## src/sv/fscs_pkg.sv

```systemverilog
// shared types, material and op codes, rectangle reset values for the chunk step unit
// no dependencies
package fscs_pkg;

  localparam int CHUNK_BITS = 6;
  localparam int CHUNK_SIZE = 64;
  localparam int CHUNKS_WIDE = 4;
  localparam int CHUNKS_HIGH = 4;
  localparam int NCHUNKS = CHUNKS_WIDE * CHUNKS_HIGH;
  localparam int CIDX_BITS = 2;
  localparam int CHUNK_IDX_BITS = 2 * CIDX_BITS;
  localparam int ADDR_BITS = 16;

  typedef logic [2:0] mat_t;
  localparam mat_t MAT_EMPTY = 3'd0;
  localparam mat_t MAT_WALL  = 3'd1;
  localparam mat_t MAT_SAND  = 3'd2;
  localparam mat_t MAT_WATER = 3'd3;
  localparam mat_t MAT_GAS   = 3'd4;

  typedef logic [1:0] op_t;
  localparam op_t OP_WRITE = 2'd0;
  localparam op_t OP_STEP  = 2'd1;
  localparam op_t OP_READ  = 2'd2;

  typedef logic signed [7:0] rcoord_t;

  typedef struct packed {
    rcoord_t min_x;
    rcoord_t min_y;
    rcoord_t max_x;
    rcoord_t max_y;
  } rect_t;

  localparam rect_t CUR_RST  = '{8'sd0, 8'sd0, 8'sd63, 8'sd63};
  localparam rect_t NEXT_RST = '{8'sd64, 8'sd64, -8'sd1, -8'sd1};

  typedef struct packed {
    logic                 we_cell;
    logic                 we_mark;
    logic [ADDR_BITS-1:0] addr;
    mat_t                 wdata;
    logic                 mark;
  } cell_req_t;

  typedef struct packed {
    logic                      valid;
    logic [CHUNK_IDX_BITS-1:0] chunk;
    logic [CHUNK_BITS-1:0]     lx;
    logic [CHUNK_BITS-1:0]     ly;
  } wake_req_t;

  function automatic logic may_enter(mat_t mover, mat_t target);
    logic r;
    r = 1'b0;
    if (target != MAT_WALL) begin
      if (mover == MAT_SAND)
        r = (target == MAT_EMPTY) || (target == MAT_WATER) || (target == MAT_GAS);
      else if (mover == MAT_WATER)
        r = (target == MAT_EMPTY) || (target == MAT_GAS);
      else if (mover == MAT_GAS)
        r = (target == MAT_EMPTY);
    end
    return r;
  endfunction

endpackage

```

## src/sv/fscs_rect.sv

```systemverilog
// per-chunk dirty rectangles: current and next, one wake point merged per cycle unless rst or commit
// depends on fscs_pkg
module fscs_rect (
  input  logic                                      clk,
  input  logic                                      rst,
  input  fscs_pkg::wake_req_t                       wake,
  input  logic                                      commit,
  input  logic [fscs_pkg::CHUNK_IDX_BITS-1:0]       sel,
  output fscs_pkg::rect_t                           cur
);

  fscs_pkg::rect_t cur_r  [fscs_pkg::NCHUNKS];
  fscs_pkg::rect_t next_r [fscs_pkg::NCHUNKS];
  fscs_pkg::rcoord_t px, py;

  assign px = fscs_pkg::rcoord_t'({2'b00, wake.lx});
  assign py = fscs_pkg::rcoord_t'({2'b00, wake.ly});
  assign cur = cur_r[sel];

  always_ff @(posedge clk) begin
    if (rst) begin
      for (int k = 0; k < fscs_pkg::NCHUNKS; k++) begin
        cur_r[k]  <= fscs_pkg::CUR_RST;
        next_r[k] <= fscs_pkg::NEXT_RST;
      end
    end else if (commit) begin
      for (int k = 0; k < fscs_pkg::NCHUNKS; k++) begin
        cur_r[k]  <= next_r[k];
        next_r[k] <= fscs_pkg::NEXT_RST;
      end
    end else if (wake.valid) begin
      if (px < next_r[wake.chunk].min_x) next_r[wake.chunk].min_x <= px;
      if (py < next_r[wake.chunk].min_y) next_r[wake.chunk].min_y <= py;
      if (px > next_r[wake.chunk].max_x) next_r[wake.chunk].max_x <= px;
      if (py > next_r[wake.chunk].max_y) next_r[wake.chunk].max_y <= py;
    end
  end

endmodule

```

## config.mk

```make
export PLATFORM = sky130hd
export DESIGN_NAME = fscs_rect
export DESIGN_NICKNAME = d
export VERILOG_FILES = /design/src/sv/fscs_pkg.sv /design/src/sv/fscs_rect.sv
export SDC_FILE = /design/constraint.sdc
export NUM_CORES = 1
export LEC_CHECK = 0
export BUFFER_PORTS_ARGS = -buffer_cell sky130_fd_sc_hd__buf_2
export CORE_ASPECT_RATIO = 0.9
export CORE_MARGIN = 8
export CORE_UTILIZATION = 55
export CTS_CLUSTER_DIAMETER = 150
export DETAILED_ROUTE_END_ITERATION = 16
export PLACE_DENSITY = 0.74
export SYNTH_ARGS = -nofsm -noshare
export SYNTH_HDL_FRONTEND = slang
export SYNTH_SLANG_ARGS = --single-unit
```

## constraint.sdc

```tcl
create_clock -name clk -period 18 [get_ports clk]
set_input_delay 3.6 -clock clk [delete_from_list [all_inputs] [get_ports clk]]
set_output_delay 3.6 -clock clk [all_outputs]
set_load 0.01 [all_outputs]
```

* Yosys cells after proc, flatten, opt, wreduce, memory -nomap -nowiden
Memories as Yosys holds them, arrays and structs flattened.
Index checks and enable logic that the tools add are counted.
** Storage, ports and cells
- Bits in writable memories :: 992
- Bits of input ports :: 24
- Word-level logic and storage cells :: 99
- Register bits :: 0
- Memories :: 2
- Output and inout bits :: 32
** Cells by class
- Bitwise operators :: 32
- Order comparisons :: 4
- Mux-type cells :: 60
- Reductions and logical operators :: 1
** Memories
- cur_r :: words 16, bits a word 32, read ports 1, clocked after memory_dff 0, wr ports 16, line fscs_rect.sv:12 : fscs_pkg::rect_t cur_r [fscs_pkg::NCHUNKS];
- next_r :: words 16, bits a word 30, read ports 17, clocked after memory_dff 0, wr ports 16, line fscs_rect.sv:13 : fscs_pkg::rect_t next_r [fscs_pkg::NCHUNKS];
** Operators by type and width (number)
- 32-bit 2-to-1 mux :: 16
- 30-bit 2-to-1 mux :: 17
- 1-bit OR :: 32
- 30-bit OR reduction :: 1
- 1-bit 2-to-1 mux :: 25
- 7-bit by 8-bit greater-than comparator with 1-bit output :: 2
- 7-bit by 8-bit less-than comparator with 1-bit output :: 2
- 4-bit 2-to-1 mux :: 2

* Logic depth before layout (Yosys ltp)
An unclocked memory read counts as a cell.
- Depth in word-level cells :: 9
- Mapped depth :: 19
- Gate-level depth less buffers :: 10

* Least setup slack after synthesis
No wires, ideal clock.
- Path type :: input port to flip-flop
- Start :: input port rst
- End :: memory cur_r[0][0] (netlist name) (enable)
- Stages on the path :: 5
- Setup time :: 0.988 ns
- Setup slack :: 0.481 ns
- Path buffers :: 3
- Arrival time :: 16.531 ns
- Data required time :: 17.012 ns
- Cells stage by stage :: clkbuf_1 -> nor2_1 -> inv_1 -> clkbuf_1 -> clkbuf_1
** RTL lines
- from (decl) :: line fscs_rect.sv:5 : input logic rst,
- to (decl) :: line fscs_rect.sv:12

==> results.sh <==
export IMPL_area_growth_pct=9.20
export IMPL_vias=23607
export IMPL_max_stage_delay_ns=0.83
export IMPL_clkLatencyLatePin_ns=0.63
export IMPL_die_area_um2=83000
export IMPL_slew_headroom_pct=9.11
export IMPL_setup_worst_path_end_class="primary output"
export IMPL_synth_area_per_cell_um2=15.6
export IMPL_grt_usage_pct=24.9
export IMPL_fill_cells=5249
export IMPL_synthCells=2613
export IMPL_first_pass_iters=5
export IMPL_multi_input_area_um2=13200
export IMPL_yosysWarningCount=0
export IMPL_dieHeight_um=274
export IMPL_drt_wl_total_mm=103
export IMPL_regArea_um2=26300
export IMPL_die_width_um=303
export IMPL_start_util_pct=55.6
export IMPL_crit_path_start_kind="input port"
export IMPL_cts_tree="yes"
export IMPL_arrival_ns=6.66
export IMPL_synthSimpleGateAreaFrac_pct=12.1
export IMPL_grt_pass1_vias=23705
export IMPL_hold_slack_ns=0.500
export IMPL_ios=56
export IMPL_grt_busiest_layer="met2"
export IMPL_critical_path_class="in -> out"
export IMPL_synth_mux_area_fraction_pct=15.2
export IMPL_worstMarginPinSlew_ns=1.36
export IMPL_clockBufferDepth=3
export IMPL_synth_area_um2=40700
export IMPL_io_buffer_count=53
export IMPL_grt_pass1_wl_mm=152
export IMPL_drcViolationCount=0
export IMPL_synth_xor_area_share_pct=0
export IMPL_gr_usage_met3_pct=5.13
export IMPL_synth_top_family_by_area="multiplexers"
export IMPL_gr_usage_met1_pct=33.3
export IMPL_synthAdderAreaFrac_pct=0.676
export IMPL_p_leak_nw=14.3
export IMPL_routed_via_density=6.54
export IMPL_power_density_nw_per_um2=102
export IMPL_tns_ns=0
export IMPL_core_area_um2=73200
export IMPL_setup_violations=0
export IMPL_hp_start="next_r[8][29]"
export IMPL_antenna_found_initial=6
export IMPL_seq_area_frac_synth_pct=64.5
export IMPL_synth_cell_types=46
export IMPL_ctsHoldBuffers=0
export IMPL_status="finished clean"
export IMPL_post_route_min_period_ns=10.26
export IMPL_cts_sinks=896
export IMPL_clkTransAtPathRegs_ns=0.06
export IMPL_mostFrequentLayoutCells="edfxtp_1 (832), mux4_2 (265), nor2_1 (209), and2_1 (166), nand2b_1 (122)"
export IMPL_ys_ff_latch=896
export IMPL_detail_route_antenna_nets=0
export IMPL_drv_cap=0
export IMPL_crit_slowest_cell="buf_4"
export IMPL_irDropWorstVdd_uv=62.9
export IMPL_use_met2_pct=40.0
export IMPL_period_share_pct=57.0
export IMPL_timing_rr_start="next_r[3][9]"
export IMPL_cts_setup_buffers=0
export IMPL_skew_ns=0.0190
export IMPL_path_common_cell="mux4_2"
export IMPL_min_path_type="reg -> reg"
export IMPL_worst_path_buf_inv=3
export IMPL_hold_viol=0
export IMPL_htree_levels=3
export IMPL_num_rows=94
export IMPL_grt_max_degree=281
export IMPL_numCtsBuffers=88
export IMPL_crit_start="sel[0]"
export IMPL_dpl_hpwl_mm=61.9
export IMPL_drt_iter0_drc=3289
export IMPL_yosys_area_top_type="edfxtp_1"
export IMPL_path_cells="clkbuf_8, buf_4, mux4_2, mux4_2, buf_2"
export IMPL_gp_congestion=0.887
export IMPL_yosysTopAreaCellShare_pct=61.4
export IMPL_critPathRequiredTime_ns=14.40
export IMPL_fmax_mhz=97.4
export IMPL_synth_area_leaders="edfxtp_1 (61%), mux4_2 (15%), dfxtp_1 (3.1%)"
export IMPL_critPathMaxFanout=74
export IMPL_routedWlPerCell_um=28.6
export IMPL_fin_nets=2627
export IMPL_cts_root_buf="clkbuf_16"
export IMPL_synth_compound_area_share_pct=4.43
export IMPL_overflow=0
export IMPL_final_common_cell="edfxtp_1"
export IMPL_rsz0062_at_grt="false"
export IMPL_cts_resized=0
export IMPL_slew_violations=0
export IMPL_drive_above_1_share_pct=23.4
export IMPL_worst_path_dominant_cell_family="buffers and inverters"
## Yosys cell counts, drive strengths merged
cell,count
edfxtp,832
mux4,266
nor2,221
clkbuf,168
and2,167
nand2b,122
or3,109
nor2b,106
o31ai,84
buf,81
or2,74
o21ai,68
dfxtp,64
nand2,58
o22a,46
a21oi,27
inv,26
ha,22
mux2i,18
nand4,9
nand3,8
a22oi,4
o21a,4
a211oi,3
a221o,3
and3,3
nor3,3
a21boi,2
a21o,2
a221oi,2
a22o,2
nor3b,2
o2111a,2
o2111ai,2
and3b,1
conb,1
o22ai,1
## registers in the layout, summed over array words and instances (netlist names)
| register | cells |
|---|---|
| cur_r | 448 |
| next_r | 448 |
## power breakdown
| group | total [mW] | leakage, nW | switching [mW] | internal (mW) |
|---|---|---|---|---|
| clock | 1.80 | 1.37 | 0.765 | 1.04 |
| sequential | 2.39 | 8.57 | 0.0302 | 2.36 |
| combinational | 0.353 | 4.40 | 0.225 | 0.129 |
| total | 4.55 | 14.3 | 1.02 | 3.53 |
## area by class of cell
type	count	area share, %
antenna	1	0.00563
inverter	26	0.236
clock inverter	39	0.780
clock buffer	120	5.50
sequential	896	59.1
timing repair buffer	126	1.92
tap	960	2.70
multi-input combinational	1443	29.8
## path summary, 6_finish.rpt
check              endpoint  slack, ns  cells after the start
max reg2reg  next_r[14][12]      12.91                     11
min           next_r[8][29]       0.50                      1
max                 cur[13]       7.74                      5
min reg2reg   next_r[8][29]       0.50                      1
## layer usage
layer | share of wire (%) | wire length [um] | vias up
li1 | - | - | 9875
met1 | 38 | 38900 | 11975
met2 | 47 | 48600 | 1455
met3 | 11 | 11400 | 296
met4 | 4.3 | 4420 | 6
met5 | 0.045 | 46 | -
## cell families (layout without fill, tap and decap cells)
group           count (synthesis)  after routing
flops                         896            896
simple gates                  883            883
mux                           284            284
buf+inv                       275            311
compound gates                252            252
fa+ha+maj                      22             22
other cells                     1              3
## through the flow
| step | std cells | instance area (um^2) | setup WS, ns | util [%] | total power, mW |
|---|---|---|---|---|---|
| CTS | 3610 | 44400 | 7.67 | 60.8 | 4.56 |
| global placement | 3444 | 41600 | 7.73 | 56.9 | 2.77 |
| finish | 3611 | 44400 | 7.74 | 60.8 | 4.55 |
| global route | 3610 | 44400 | 7.55 | 60.8 | 4.66 |
| detailed placement | 3451 | 41700 | 7.67 | 56.9 | 2.79 |
| floorplan | 2614 | 40700 | 0.481 | - | 2.69 |
## worst register-to-register path: stages (launching register included)
cell and delay (ns):
edfxtp_1 0.43, mux4_2 0.52, mux4_2 0.46, inv_1 0.07, ha_1 0.23, nor2b_1 0.13, o21a_1 0.16, o21ai_0 0.28
a21oi_1 0.28, nor2_4 0.44, buf_4 0.84, o21ai_0 0.81
Note: power is estimated with default switching activity, not from simulation.
